--- src/rtl/ils_pkg.sv ---
// ----------------------------------------------------------------------------
// ils_pkg: shared types and constants of the indexed LIFO stack
// Beat payloads, operation and status codes, and the per-cell command that
// the top level hands to each stack cell.
// ----------------------------------------------------------------------------
`default_nettype none

package ils_pkg;

   // Stack geometry
   localparam int DEPTH      = 64;
   localparam int DATA_W     = 32;
   localparam int POS_W      = 8;
   localparam int OP_W       = 3;
   localparam int STATUS_W   = 2;
   localparam int IDX_W      = $clog2(DEPTH);
   localparam int CNT_W      = $clog2(DEPTH + 1);
   localparam int CMP_W      = ((POS_W > CNT_W) ? POS_W : CNT_W) + 1;

   // Read tree: first level ORs groups of this many cells
   localparam int GROUP_SIZE = 8;
   localparam int NUM_GROUPS = (DEPTH + GROUP_SIZE - 1) / GROUP_SIZE;

   // Operation codes
   localparam logic [OP_W-1:0] OP_PUSH   = 3'd0;
   localparam logic [OP_W-1:0] OP_POP    = 3'd1;
   localparam logic [OP_W-1:0] OP_INSERT = 3'd2;
   localparam logic [OP_W-1:0] OP_REMOVE = 3'd3;
   localparam logic [OP_W-1:0] OP_PEEK   = 3'd4;
   localparam logic [OP_W-1:0] OP_CLEAR  = 3'd5;

   // Status codes
   localparam logic [STATUS_W-1:0] ST_OK    = 2'd0;
   localparam logic [STATUS_W-1:0] ST_EMPTY = 2'd1;
   localparam logic [STATUS_W-1:0] ST_FULL  = 2'd2;

   // Cell commands
   localparam logic [1:0] CELL_HOLD  = 2'd0;  // keep contents
   localparam logic [1:0] CELL_OPEN  = 2'd1;  // open a gap at target, load value
   localparam logic [1:0] CELL_CLOSE = 2'd2;  // close the gap at target

   typedef struct packed {
      logic [OP_W-1:0]          operation;
      logic signed [DATA_W-1:0] value;
      logic [POS_W-1:0]         position;
   } req_beat_type;

   typedef struct packed {
      logic signed [DATA_W-1:0] read_value;
      logic [STATUS_W-1:0]      status;
      logic [CNT_W-1:0]         occupancy;
   } rsp_beat_type;

   typedef struct packed {
      logic [1:0]       kind;
      logic [IDX_W-1:0] target;
      logic             read_en;
   } cell_cmd_type;

endpackage

`default_nettype wire

--- src/rtl/ils_cell.sv ---
// ----------------------------------------------------------------------------
// ils_cell: one stack entry
// Holds the word at a fixed distance from the top. On an open it takes the
// word of the neighbor above (or the new value at the target); on a close it
// takes the word of the neighbor below. Drives its word onto the read tree
// when it is the read target.
// ----------------------------------------------------------------------------
`default_nettype none

module ils_cell (
   input  wire logic                      clock,
   input  wire logic [ils_pkg::IDX_W-1:0]  cell_index,
   input  wire ils_pkg::cell_cmd_type      cmd,
   input  wire logic [ils_pkg::DATA_W-1:0] value_in,
   input  wire logic [ils_pkg::DATA_W-1:0] prev_data,
   input  wire logic [ils_pkg::DATA_W-1:0] next_data,
   output logic      [ils_pkg::DATA_W-1:0] data,
   output logic      [ils_pkg::DATA_W-1:0] read_word
);
   import ils_pkg::*;

   logic [DATA_W-1:0] data_ff;
   logic [DATA_W-1:0] data_in;
   logic              below;
   logic              at_target;

   // Place this cell relative to the target position
   assign below     = (cell_index < cmd.target);
   assign at_target = (cell_index == cmd.target);

   // Select the next word
   always_comb begin
      data_in = data_ff;
      unique case (cmd.kind)
         CELL_OPEN: begin
            if (at_target) begin
               data_in = value_in;
            end else if (!below) begin
               data_in = prev_data;
            end
         end
         CELL_CLOSE: begin
            if (!below) begin
               data_in = next_data;
            end
         end
         default: begin
            data_in = data_ff;
         end
      endcase
   end

   // Hold the word
   always_ff @(posedge clock) begin
      data_ff <= data_in;
   end

   assign data      = data_ff;
   assign read_word = (cmd.read_en && at_target) ? data_ff : '0;

endmodule

`default_nettype wire

--- config.mk ---
export PLATFORM = sky130hd
export DESIGN_NAME = ils_cell
export DESIGN_NICKNAME = d
export VERILOG_FILES = /design/src/rtl/ils_pkg.sv /design/src/rtl/ils_cell.sv
export SDC_FILE = /design/constraint.sdc
export NUM_CORES = 1
export LEC_CHECK = 0
export BUFFER_PORTS_ARGS = -buffer_cell sky130_fd_sc_hd__buf_4
export CAP_MARGIN = 0
export CORE_ASPECT_RATIO = 1.5
export CORE_UTILIZATION = 39
export DETAILED_ROUTE_END_ITERATION = 10
export GPL_TIMING_DRIVEN = 0
export PLACE_DENSITY = 0.86
export SLEW_MARGIN = 20
export SYNTH_ARGS = -nofsm -noshare
export SYNTH_HDL_FRONTEND = slang
export SYNTH_SLANG_ARGS = --single-unit
--- constraint.sdc ---
create_clock -name clock -period 4.1 [get_ports clock]
set_clock_uncertainty 0.05 [all_clocks]
set_input_delay 0.615 -clock clock [delete_from_list [all_inputs] [get_ports clock]]
set_output_delay 0.615 -clock clock [all_outputs]
set_load 0.01 [all_outputs]
==> out/results.txt, run 1 <==
The tools report the worst max-slew margin expressed relative to the limit as 0.568. The flow ran to the end, and the final reports show no timing, DRC or antenna violations. The die covers 0.00569 mm2. Summing every instance area after synthesis gives 0.00210 mm2. Setup total negative slack on the finished layout was measured at 0 ns. Initial core utilization: 0.407. Sorting the synthesized cells by area gives the leading types as sky130_fd_sc_hd__edfxtp_1 (46%), sky130_fd_sc_hd__mux2i_1 (15%), sky130_fd_sc_hd__and3_1 (9.8%).

The die is 91.9 um tall. Entering global routing, the biggest net connects 20 pins. The critical path launch point is cell_index[5].

The number of antenna diodes in the final layout is 0. For the pin with the worst max-slew slack, the measured transition is 0.646 ns. From left edge to right edge, the die measures 61.9 um. The critical path crosses 9 cells after its start point.

For this run, the detailed router's first-pass iteration total came to 4. Among all stages on the critical path, the largest delay is contributed by sky130_fd_sc_hd__ha_1. Counting flops with a built-in enable in the synthesized netlist gives 32. The detailed placer's ending HPWL is 5.48 mm. Post-synth net total: 324.

Based on the critical path, the design can be clocked at up to 343 MHz. After clock tree synthesis, the repair step resized 0 gates. The signal on the critical path passes through buf_4 > ha_1 > and4_1 > and3_1 > buf_6 > buf_12 > clkbuf_2 > and3_1 > buf_4. The kind of capture point of the worst setup path is an output port. Timing endpoint of the critical path: read_word[17].

At the worst endpoint, the required time is 3.43 ns. The synthesis-to-layout area growth is 73.5%, and the number of hold buffers added after CTS is 0. The worst setup path is launched from an input port. The number of buffers inserted by port buffering is 175. The logs give 0 for the final number of max-transition violations and 0.00365 mm2 for the post-layout instance area. The total power density per cell area came out at 284 mW/mm2.

Footprint of the multi-input gates: 983 um2. In this run the cell area measured after placement is 0.00354 mm2. The tools report the clock network fraction of total power as 0.279. Path class of the lowest-slack min-delay path: in2reg. For the residual overflow from global routing, the log shows 0. The number of vias per cell after detailed routing is 4.92. Setup violations remaining at the end of the flow were counted as 0. Most instantiated library cell after synthesis: sky130_fd_sc_hd__and3_1. VDD sags by at most 0.000220 V. The peak per-stage delay on the critical path was 0.31 ns.

The H-tree level count came out at 2. The Yosys step of the flow raised 0 warnings. CTS saw 32 sinks.

The sequential share of the synthesized area came out at 0.457. The synthesized instance count is 204, and the switching power summed over all nets is 0.259 mW. The share of the synthesized area in the top cell type works out to 0.457. The first global-routing pass estimated 9.67 mm of wire. The tool flagged a number of max-cap violations equal to 0.

The path type of the worst setup path was in2out. The run gives 32 as the cell row count. The post-synthesis area per instance was 10.3 um2. The placer congestion estimate is 0.846. The synthesized design contains 32 register bits. The number of buffers added for setup after CTS is 0, and the sequential cell area in the final layout is 961 um2. The relative contribution of sequential cells to total power was 0.441.

Dividing the detail-routed wire length by the instance count gives 14.6 um. The share of cells above drive strength 1 was 0.497. The remaining antenna violation count after routing is 0. TritonCTS built the clock tree. The I/O pin count was 176. The detailed router's first-iteration violation count is 84, and the count of filler cells inserted in the layout is 417.

Counting instances in the post-synthesis netlist gives the leading cell types as sky130_fd_sc_hd__and3_1 (33), sky130_fd_sc_hd__edfxtp_1 (32), sky130_fd_sc_hd__mux2i_1 (32), sky130_fd_sc_hd__nand2_1 (32), sky130_fd_sc_hd__o21ai_1 (17). The largest fanout on the critical path was 10; the clock-pin transition on the worst setup and hold timing paths was 0.07 ns. Number of global-route vias before repair: 2202. Summed over all cells, the static leakage comes to 1.77 nW. sky130_fd_sc_hd__edfxtp_1 takes more of the synthesized area than any other cell. The core region is 0.00516 mm2. The number of flip-flops in the largest register is 32. The critical path buffer and inverter count works out to 5. Grouping stages by cell kind, the critical path spends the most delay in buffers and inverters.

The number of clock buffers added by TritonCTS is 5. The initial antenna violation count was 0. For the worst path arrival time, the log shows 2.25 ns. Total count of hold-check failures in the final report: 0. The clock root buffer is sky130_fd_sc_hd__clkbuf_8. Setup repair after global routing left no endpoint under its margin.

The worst path needs 2.91 ns of the cycle, external delays included. Net switching fraction of the power: 0.250. The final clock period utilization by the worst path came out at 0.710. Yosys mapped the design onto 19 distinct sky130hd cell types.

Cell internal power was estimated by the tool at 0.776 mW. The tools report the global routing usage summed across all routing layers as 0.230. The most used flip-flop cell after synthesis is sky130_fd_sc_hd__edfxtp_1. Wires add up to 6.65 mm. For this run, design rule violations remaining after detail routing come to 0. The post-synthesis async set-or-reset flop share was 0; the total number of nets in the final design was 507. The maximum buffer depth of the clock tree came out at 2.

In this run the most critical hold path is launched from next_data[13]. For the combinational share of power, the log shows 0.280. The routed layout has 2244 vias.
## layer usage
layer | global-route usage | routed length [um] | vias to the layer above | part of all wire
met5 | 0 | 0 | - | 0
met4 | 0.0870 | 137 | 0 | 0.021
met3 | 0.0226 | 329 | 12 | 0.050
met2 | 0.427 | 3740 | 96 | 0.56
met1 | 0.250 | 2430 | 1036 | 0.37
li1 | - | - | 1100 | -
## tightest hold or removal path, delay by kind of cell
family | cells | cell delay (ns)
compound gates | 1 | 0.06
buf+inv | 1 | 0.08
simple gates | 1 | 0.04
## kinds of logic after synthesis
| family | after synthesis | share of synthesized area |
|---|---|---|
| adder cells (fa/ha/maj) | 8 | 0.0476 |
| flip-flops | 32 | 0.457 |
| buffers and inverters | 27 | 0.0804 |
| AND/OR/NAND/NOR | 68 | 0.165 |
| multiplexers | 32 | 0.152 |
| AO/OA/AOI/OAI | 37 | 0.0976 |
## placed cells by master (no fill, tap or decap)
| cell | Yosys | final |
|---|---|---|
| sky130_fd_sc_hd__buf_4 | 0 | 175 |
| sky130_fd_sc_hd__and3_1 | 33 | 33 |
| sky130_fd_sc_hd__mux2i_1 | 32 | 32 |
| sky130_fd_sc_hd__nand2_1 | 32 | 32 |
| sky130_fd_sc_hd__edfxtp_1 | 32 | 32 |
| sky130_fd_sc_hd__o21ai_1 | 17 | 17 |
| sky130_fd_sc_hd__o21ai_0 | 16 | 16 |
| sky130_fd_sc_hd__clkbuf_1 | 10 | 11 |
| sky130_fd_sc_hd__inv_1 | 9 | 9 |
| sky130_fd_sc_hd__ha_1 | 8 | 8 |
| sky130_fd_sc_hd__clkbuf_8 | 0 | 5 |
| sky130_fd_sc_hd__buf_12 | 3 | 3 |
| sky130_fd_sc_hd__clkbuf_2 | 3 | 3 |
| sky130_fd_sc_hd__buf_6 | 2 | 2 |
| sky130_fd_sc_hd__and4_1 | 1 | 1 |
| sky130_fd_sc_hd__nor2b_1 | 1 | 1 |
| sky130_fd_sc_hd__a21oi_1 | 1 | 1 |
| sky130_fd_sc_hd__a21o_1 | 1 | 1 |
| sky130_fd_sc_hd__nand3_1 | 1 | 1 |
| sky130_fd_sc_hd__o21bai_2 | 1 | 1 |
| sky130_fd_sc_hd__a41oi_4 | 0 | 1 |
| sky130_fd_sc_hd__bufinv_16 | 0 | 1 |
| sky130_fd_sc_hd__clkinv_2 | 0 | 1 |
| sky130_fd_sc_hd__buf_16 | 0 | 1 |
## how the worst min path moves through the flow
stage                         end  cells past startpoint
2_1_floorplan   data[0]$_DFFE_PP_                      2
3_3_place_gp   data[13]$_DFFE_PP_                      3
3_5_place_dp   data[31]$_DFFE_PP_                      3
6_report       data[13]$_DFFE_PP_                      3
5_1_grt        data[24]$_DFFE_PP_                      3
4_1_cts        data[13]$_DFFE_PP_                      3
## area by class of cell
| class | count | share of cell area |
|---|---|---|
| repair buffers | 176 | 0.368 |
| multi-input cells | 145 | 0.270 |
| flip-flops and latches | 32 | 0.263 |
| plain buffers | 18 | 0.0370 |
| well taps | 68 | 0.0233 |
| clock buffers | 6 | 0.0199 |
| clock inverters | 2 | 0.00961 |
| inverters | 9 | 0.00926 |
## power groups by stage
stage                     Combinational [mW]  Sequential, mW  Clock [mW]
after global placement                 0.275           0.463           0
after CTS                              0.293           0.456       0.295
final                                  0.290           0.456       0.289
after detailed placement               0.293           0.462           0
after global routing                   0.314           0.464       0.307
after floorplan                       0.0708           0.484           0
## through the flow
step                      hold WS, ns  std cells  setup slack [ns]  power (mW)   util
after floorplan                 0.756        204             0.913       0.555      -
final                           0.573        456              1.19        1.04  0.706
after CTS                       0.564        456              1.19        1.04  0.706
after global placement          0.842        447             0.377       0.738  0.678
after global routing            0.572        456              1.13        1.09  0.706
after detailed placement        0.851        448              1.01       0.755  0.685
No activity file was read; power rests on OpenSTA's default activity.
==> inputs of run 2 (changes only) <==
==> constraint.sdc (replaced) <==
create_clock -name clock -period 2.9 [get_ports clock]
set_clock_uncertainty 0.05 [all_clocks]
set_input_delay 0.435 -clock clock [delete_from_list [all_inputs] [get_ports clock]]
set_output_delay 0.435 -clock clock [all_outputs]
set_load 0.01 [all_outputs]
==> run 2 against run 1 <==
Net effect: combinational power rose by 43%; sequential cell count unchanged; sequential power up 41%; setup slack worse by 0.91 ns; die area unchanged; clock power increased by 9.3%; worst hold slack worse by 0.18 ns; non-clock buffer count unchanged; clock-buffer cell count did not move; sequential share of layout area up 0.22 points; wire length grew 4.3%; global-route usage rose by 1.0 points; critical path type is now in2reg; highest routed layer unchanged.
==> out/results.txt, run 2 (synthesis gave the netlist of run 1 again) <==
The run finished with clean final reports. Overall die area: 0.00569 mm2. Area of the core region: 0.00516 mm2. The first TritonRoute pass finished after 4 iterations. From bottom edge to top edge, the die measures 91.9 um. Entering global routing, the biggest net connects 33 pins. Using the TritonRoute via totals, the vias-per-cell ratio works out to 5.03.

For the worst path arrival time, the log shows 2.55 ns. The tools report the maximum buffer depth of the clock tree as 2. The run gives 0 as the initial antenna violation count. In this design, the stage delay of the slowest critical-path cell is 0.58 ns.

The most critical setup path has its startpoint at cell_index[5]. TritonCTS built the clock tree. The logs give 5 for the number of buffers inserted during clock tree synthesis and 9.98 mm for the wire length of the first global-routing pass. At the worst endpoint, the required time is 2.83 ns. The final layout contains routed wiring with a total length of 6.93 mm.

The routed wirelength normalized by instance count is 15.2 um. Leaving out fill and tap cells, the most frequent cell in the layout is sky130_fd_sc_hd__buf_4. Setup repair after global routing left no endpoint under its margin. The worst setup path is launched from an input port. Timing analysis after detailed placement gives a worst setup slack of -0.296 ns. The worst hold path belongs to the class in2reg.

For the DRC violation count after routing, the log shows 0. Summed over all cells, the static leakage comes to 1.75 nW. The register with the most flip-flops in the layout has 32 of them. In this run the most critical hold path is launched from next_data[16]. Summing all flip-flop and latch instances after layout gives 961 um2. Walking the worst path, the cells encountered are buf_4 > ha_1 > and4_1 > and3_1 > buf_6 > buf_12 > buf_12 > o21bai_2 > a41oi_4 > buf_16. The final clock period utilization by the worst path is 0.902, and the clock-pin transition on the worst setup and hold timing paths is 0.07 ns. Total power for the finished layout comes to 1.38 mW. The placer congestion estimate is 0.817, and the setup total negative slack is 0 ns. The run gives 0 as the final antenna diode count.

Setup violations remaining at the end of the flow were counted as 0. The H-tree level count is 2. The number of buffers added for setup after CTS was 0; the initial core utilization was 0.407.

The share of cells above drive strength 1 is 0.496. Among all stages on the critical path, the largest delay is contributed by sky130_fd_sc_hd__a41oi_4. The peak clock frequency supported by timing is 382 MHz.

On the final layout, the worst hold slack is 0.391 ns. In this run the core area contains 32 standard-cell rows. In the layout the commonest cells are sky130_fd_sc_hd__buf_4 (175), sky130_fd_sc_hd__and3_1 (33), sky130_fd_sc_hd__mux2i_1 (32), sky130_fd_sc_hd__nand2_1 (32), sky130_fd_sc_hd__edfxtp_1 (32). The critical path is of the in2reg type. Buffers placed on the I/O ports in this run total 175.

Measured along the x axis, the die boundary spans 61.9 um. The detail route stage leaves a number of antenna-violating nets equal to 0. The final number of max-transition violations is 0. The tools report the number of global-route vias before repair as 2176. Along the worst path, the maximum fanout reaches 19. For this run, the post-layout net count is 507.

For the pin with the worst max-slew slack, the measured transition is 0.636 ns. The run gives 0.000293 V as the maximum ir drop on the vdd rail. The filler cells instantiated in the layout total 423. The number of max-capacitance violations reported is 0, and the synthesis-to-layout area growth is 72.1%. The detailed placer's ending HPWL is 5.69 mm, and the global routing usage summed across all routing layers is 0.240. The routed layout has 2290 vias. Counting every sink on the clock net gives 32.

The residual overflow from global routing was 0; the count of non-filler cells in the finished layout was 455. The most numerous cell type found on the critical path is sky130_fd_sc_hd__buf_12. In the post-route analysis, the smallest setup slack over all paths is 0.283 ns. The worst max-slew margin expressed relative to the limit is 0.574, and the detailed router's first-iteration violation count is 53. Dividing total power by cell area gives a power density of 381 mW/mm2. The worst setup path is captured at a register. 176 I/O pins were placed. The final critical path time including I/O delays and setup works out to 2.62 ns. The run gives 0 as the number of hold buffers added after CTS. The total count of hold-check failures in the final report came out at 0. The tools report the footprint of the multi-input gates as 983 um2. Once placement completed, the tool counted placed cells totaling 447. The tree is rooted in a sky130_fd_sc_hd__clkbuf_8. The run gives 0 as the number of cells upsized or downsized after cts.
-- run 2: power by group --
group          switching [mW]  leakage (nW)  internal, mW
Combinational           0.177          1.41         0.238
Sequential             0.0403         0.304         0.605
Clock                   0.153        0.0410         0.163
-- run 2: path summary, 6_finish.rpt --
check | depth (start not counted) | endpoint | slack, ns
max | 10 | data[30]$_DFFE_PP_ | 0.28
min | 3 | data[16]$_DFFE_PP_ | 0.39
-- run 2: per-layer routing --
layer	GRT usage	vias up	share of wire
met4	0.135	0	0.040
met1	0.259	1064	0.36
met2	0.404	99	0.55
met5	0	-	0
met3	0.0606	28	0.050
li1	-	1099	-
-- run 2: critical path: cells and delay by family --
family,cells,cell delay (ns)
buf+inv,5,0.74
compound gates,2,0.66
simple gates,2,0.39
fa+ha+maj,1,0.30
-- run 2: metrics by stage --
| step | instance area [um2] | util |
|---|---|---|
| floorplan | 2110 | - |
| global placement | 3510 | 0.680 |
| detailed placement | 3510 | 0.680 |
| CTS | 3590 | 0.695 |
| global route | 3620 | 0.700 |
| finish | 3620 | 0.700 |
-- run 2: final cells by class --
class / count / share of cell area
Timing Repair Buffer: 176 / 0.371
Multi-Input combinational cell: 145 / 0.272
Sequential cell: 32 / 0.266
Buffer: 18 / 0.0374
Tap cell: 68 / 0.0235
Clock buffer: 6 / 0.0201
Inverter: 9 / 0.00934
Clock inverter: 1 / 0.00138
==> inputs of run 3 (changes only) <==
--- a/config.mk
+++ b/config.mk
@@ -5,13 +5,15 @@
 export SDC_FILE = /design/constraint.sdc
 export NUM_CORES = 1
 export LEC_CHECK = 0
+export ABC_AREA = 1
 export BUFFER_PORTS_ARGS = -buffer_cell sky130_fd_sc_hd__buf_4
 export CAP_MARGIN = 0
 export CORE_ASPECT_RATIO = 1.5
-export CORE_UTILIZATION = 39
+export CORE_UTILIZATION = 41
+export CTS_CLUSTER_DIAMETER = 30
 export DETAILED_ROUTE_END_ITERATION = 10
 export GPL_TIMING_DRIVEN = 0
-export PLACE_DENSITY = 0.86
+export PLACE_DENSITY = 0.87
 export SLEW_MARGIN = 20
 export SYNTH_ARGS = -nofsm -noshare
 export SYNTH_HDL_FRONTEND = slang
==> run 3 against run 2 <==
Net effect: global-route usage rose by 0.099 points; wire length rose by 4.4%; via count rose by 21%; largest power group unchanged; highest routed layer unchanged.
==> out/results.txt, run 3 <==
The flow ran to the end, and the final reports show no timing, DRC or antenna violations. The number of flip-flops in the largest register is 32, and the global routing usage summed across all routing layers is 0.241. Placer congestion estimate: 0.841. Setup violations remaining at the end of the flow were counted as 0.

The final clock period utilization by the worst path is 0.784, and the post-route worst setup slack is 0.627 ns. Counting flops with a built-in enable in the synthesized netlist gives 32. The simple-gate portion of the synthesized area was 0.417. The routed design could run at a clock period as short as 2.27 ns. The post-synthesis async set-or-reset flop share was 0.

In this run the cell area measured after placement is 0.00377 mm2. After detailed routing, the number of remaining DRC violations is 0. The logs give 440 MHz for the peak clock frequency supported by timing and 0.334 for the combinational share of power. The relative contribution of sequential cells to total power was 0.451; the area of the core region was 0.00549 mm2. The number of cells upsized or downsized after cts was 0; the internal power was 1.02 mW. Setup total negative slack on the finished layout was measured at 0 ns. The run gives 33 as the cell row count. In this run the most critical hold path is launched from next_data[13]. Largest family of logic cells by synthesized area: simple AND/OR/NAND/NOR gates. For this design, the slowest cell found on the critical path is sky130_fd_sc_hd__ha_1. The path type of the worst setup path is in2out. STA puts the critical path data arrival time at 1.79 ns. TritonCTS built the clock tree. The clock network fraction of total power was 0.215. Across the whole layout, storage elements account for 961 um2. The die width came out at 63.6 um.

The routed design has 7.24 mm of wire. The count of non-filler cells in the finished layout is 601, and the remaining antenna violation count after routing is 0. The most frequent cell on the critical path is sky130_fd_sc_hd__buf_4. The total count of hold-check failures in the final report is 0, and the detailed placer's ending HPWL is 5.96 mm.

The mux contribution to synthesized area came out at 0. The fraction of synthesized cell area in xor and xnor cells was 0. The number of global-route vias before repair is 2639. Prior to clock tree synthesis, the placed netlist has a worst setup slack of 0.348 ns.

The logs give 0 for the number of max-capacitance violations reported and 0 for the residual overflow from global routing. The first global-routing pass estimated 11.2 mm of wire. When the netlist entered floorplanning its net count stood at 468.

The net switching fraction of the power works out to 0.294. Broken down by cell family, the worst path's largest delay share belongs to simple AND/OR/NAND/NOR gates. The maximum buffer depth of the clock tree was 2; the number of buffers added for setup after CTS was 0. For hold timing, the worst endpoint is data[13]$_DFFE_PP_. The post-synthesis area per instance works out to 6.71 um2.

The placed instance count was 594; the initial antenna violation count was 0. The worst hold path cell count was 3; the maximum ir drop on the vdd rail was 0.000191 V. The compound-gate portion of the synthesized area was 0.00429. Counting flops and latches in the post-synthesis netlist gives 32. Sum of internal, switching and leakage power: 1.45 mW. Power spread over the standard cell area amounts to 376 mW/mm2.

For the total standard cell area after synthesis, the log shows 0.00233 mm2. For this design the top-level I/O count stands at 176. The run gives 0 as the final antenna diode count. The logs give 0 for the final number of max-transition violations and 2.29 nW for the leakage power summed over all cells.

Setup repair after global routing left no endpoint under its margin. The footprint of the multi-input gates came out at 0.00109 mm2. Along the worst path, the maximum fanout reaches 10. Endpoint required time on the critical path: 2.41 ns. The clock-pin transition on the worst setup and hold timing paths came out at 0.07 ns. In the final routed layout, each cell accounts on average for 12.0 um. The number of buffers inserted by port buffering came out at 175. The critical path goes through buf_4 > ha_1 > nand2_2 > nor2_8 > nand3_2 > buf_2 > nor2_1 > buf_4. Leaving out fill and tap cells, the most frequent cells in the layout are sky130_fd_sc_hd__buf_4 (178), sky130_fd_sc_hd__nand2_1 (171), sky130_fd_sc_hd__inv_1 (46). The first routing iteration left 70 violations. Counting every instance in the synthesized netlist gives 348. For this block, the via count after detailed routing is 2766. Yosys printed 0 warnings. Number of buffers inserted during clock tree synthesis: 5. The worst hold slack is 0.377 ns, and the TritonCTS sink count is 32.

Share of the synthesized area in the top cell type: 0.412. By area the synthesized netlist is led by sky130_fd_sc_hd__edfxtp_1 (41%), sky130_fd_sc_hd__nand2_1 (28%), sky130_fd_sc_hd__inv_1 (7.4%). Entering global routing, the biggest net connects 18 pins. STA classifies the critical path startpoint as an input port.

After routing the design area is 0.00385 mm2. The switching power summed over all nets was 0.425 mW; the critical path buffer and inverter count was 3. The die height was 94.4 um. The path class of the tightest hold or removal check is in2reg. The primary flip-flop cell chosen by synthesis mapping was sky130_fd_sc_hd__edfxtp_1.

The share of cells above drive strength 1 works out to 0.377. For the number of detailed-routing iterations run before antenna repair, the log shows 4. The logs give 0.701 for the fraction of the core area covered by cells at the end of the flow and 2 for the H-tree level count.

CTS placed an instance of sky130_fd_sc_hd__clkbuf_8 at the clock tree root. At the pin with the least slew margin, the transition time is 0.594 ns. The synthesis-to-layout area growth was 65.0%; the peak per-stage delay on the critical path was 0.30 ns. After filler insertion, the fill cell instance count of the layout stands at 504. For the worst max-slew margin expressed relative to the limit, the log shows 0.603.

The synthesized netlist contains 17 unique library cells. Leaving out fill and tap cells, the most frequent cell in the layout is sky130_fd_sc_hd__buf_4. The run gives 0 as the number of hold buffers added after CTS.

The adder and majority cell fraction of the synthesized area works out to 0.0429. Total number of nets in the final design: 651. Sequential share of the synthesized area: 0.412.

The initial core utilization was 0.425. STA classifies the critical path endpoint as an output port. The largest area contributor in the synthesized netlist is sky130_fd_sc_hd__edfxtp_1. The die covers 0.00600 mm2.

After synthesis, the most frequently instantiated cells are sky130_fd_sc_hd__nand2_1 (171), sky130_fd_sc_hd__inv_1 (46), sky130_fd_sc_hd__nor2_1 (33). Number of vias per cell after detailed routing: 4.60. sky130_fd_sc_hd__nand2_1 is the most common cell in the netlist.
[run 3: cell types whose count changed in the layout (fill, tap and decap cells not counted), sizes merged, moves of 9 or more]
cell    before  now
nand2       32  173
inv          9   47
nor2         0   34
and3        33    0
o21ai       33    0
mux2i       32    0
nand3        1   33
buf        181  191
clkbuf      19   10
[run 3: layer usage]
metal  routed length (um)  up-vias  global-route usage
met3                  403       23              0.0459
met4                  265        0               0.116
met1                 2660     1200               0.250
li1                     -     1421                   -
met5                    0        -                   0
met2                 3910      122               0.457
[run 3: cell type report]
type	count	area share
flip-flops and latches	32	0.250
well taps	70	0.0227
inverters	47	0.0458
clock inverters	1	0.00130
plain buffers	19	0.0292
multi-input cells	250	0.284
clock buffers	6	0.0188
repair buffers	176	0.348
[run 3: how the worst max path moves through the flow]
| stage | start | to | cells after the start |
|---|---|---|---|
| floorplan | cmd[6] | data[0]$_DFFE_PP_ | 8 |
| global placement | cell_index[5] | data[14]$_DFFE_PP_ | 8 |
| detailed placement | cell_index[5] | data[9]$_DFFE_PP_ | 9 |
| CTS | cell_index[5] | read_word[6] | 8 |
| global route | cell_index[5] | read_word[19] | 8 |
| finish | cell_index[5] | read_word[6] | 8 |
[run 3: power groups by stage]
stage | clock network [mW] | logic, mW | registers, mW
after floorplan | 0 | 0.161 | 0.690
after global routing | 0.338 | 0.532 | 0.662
after global placement | 0 | 0.461 | 0.660
after detailed placement | 0 | 0.486 | 0.664
after CTS | 0.320 | 0.487 | 0.654
final | 0.312 | 0.483 | 0.653
[run 3: cells by family (layout without fill, tap and decap cells)]
logic type      count (synthesis)  count (layout)
flops                          32              32
fa+ha+maj                       8               8
compound gates                  2               2
buf+inv                        66             249
simple gates                  240             240
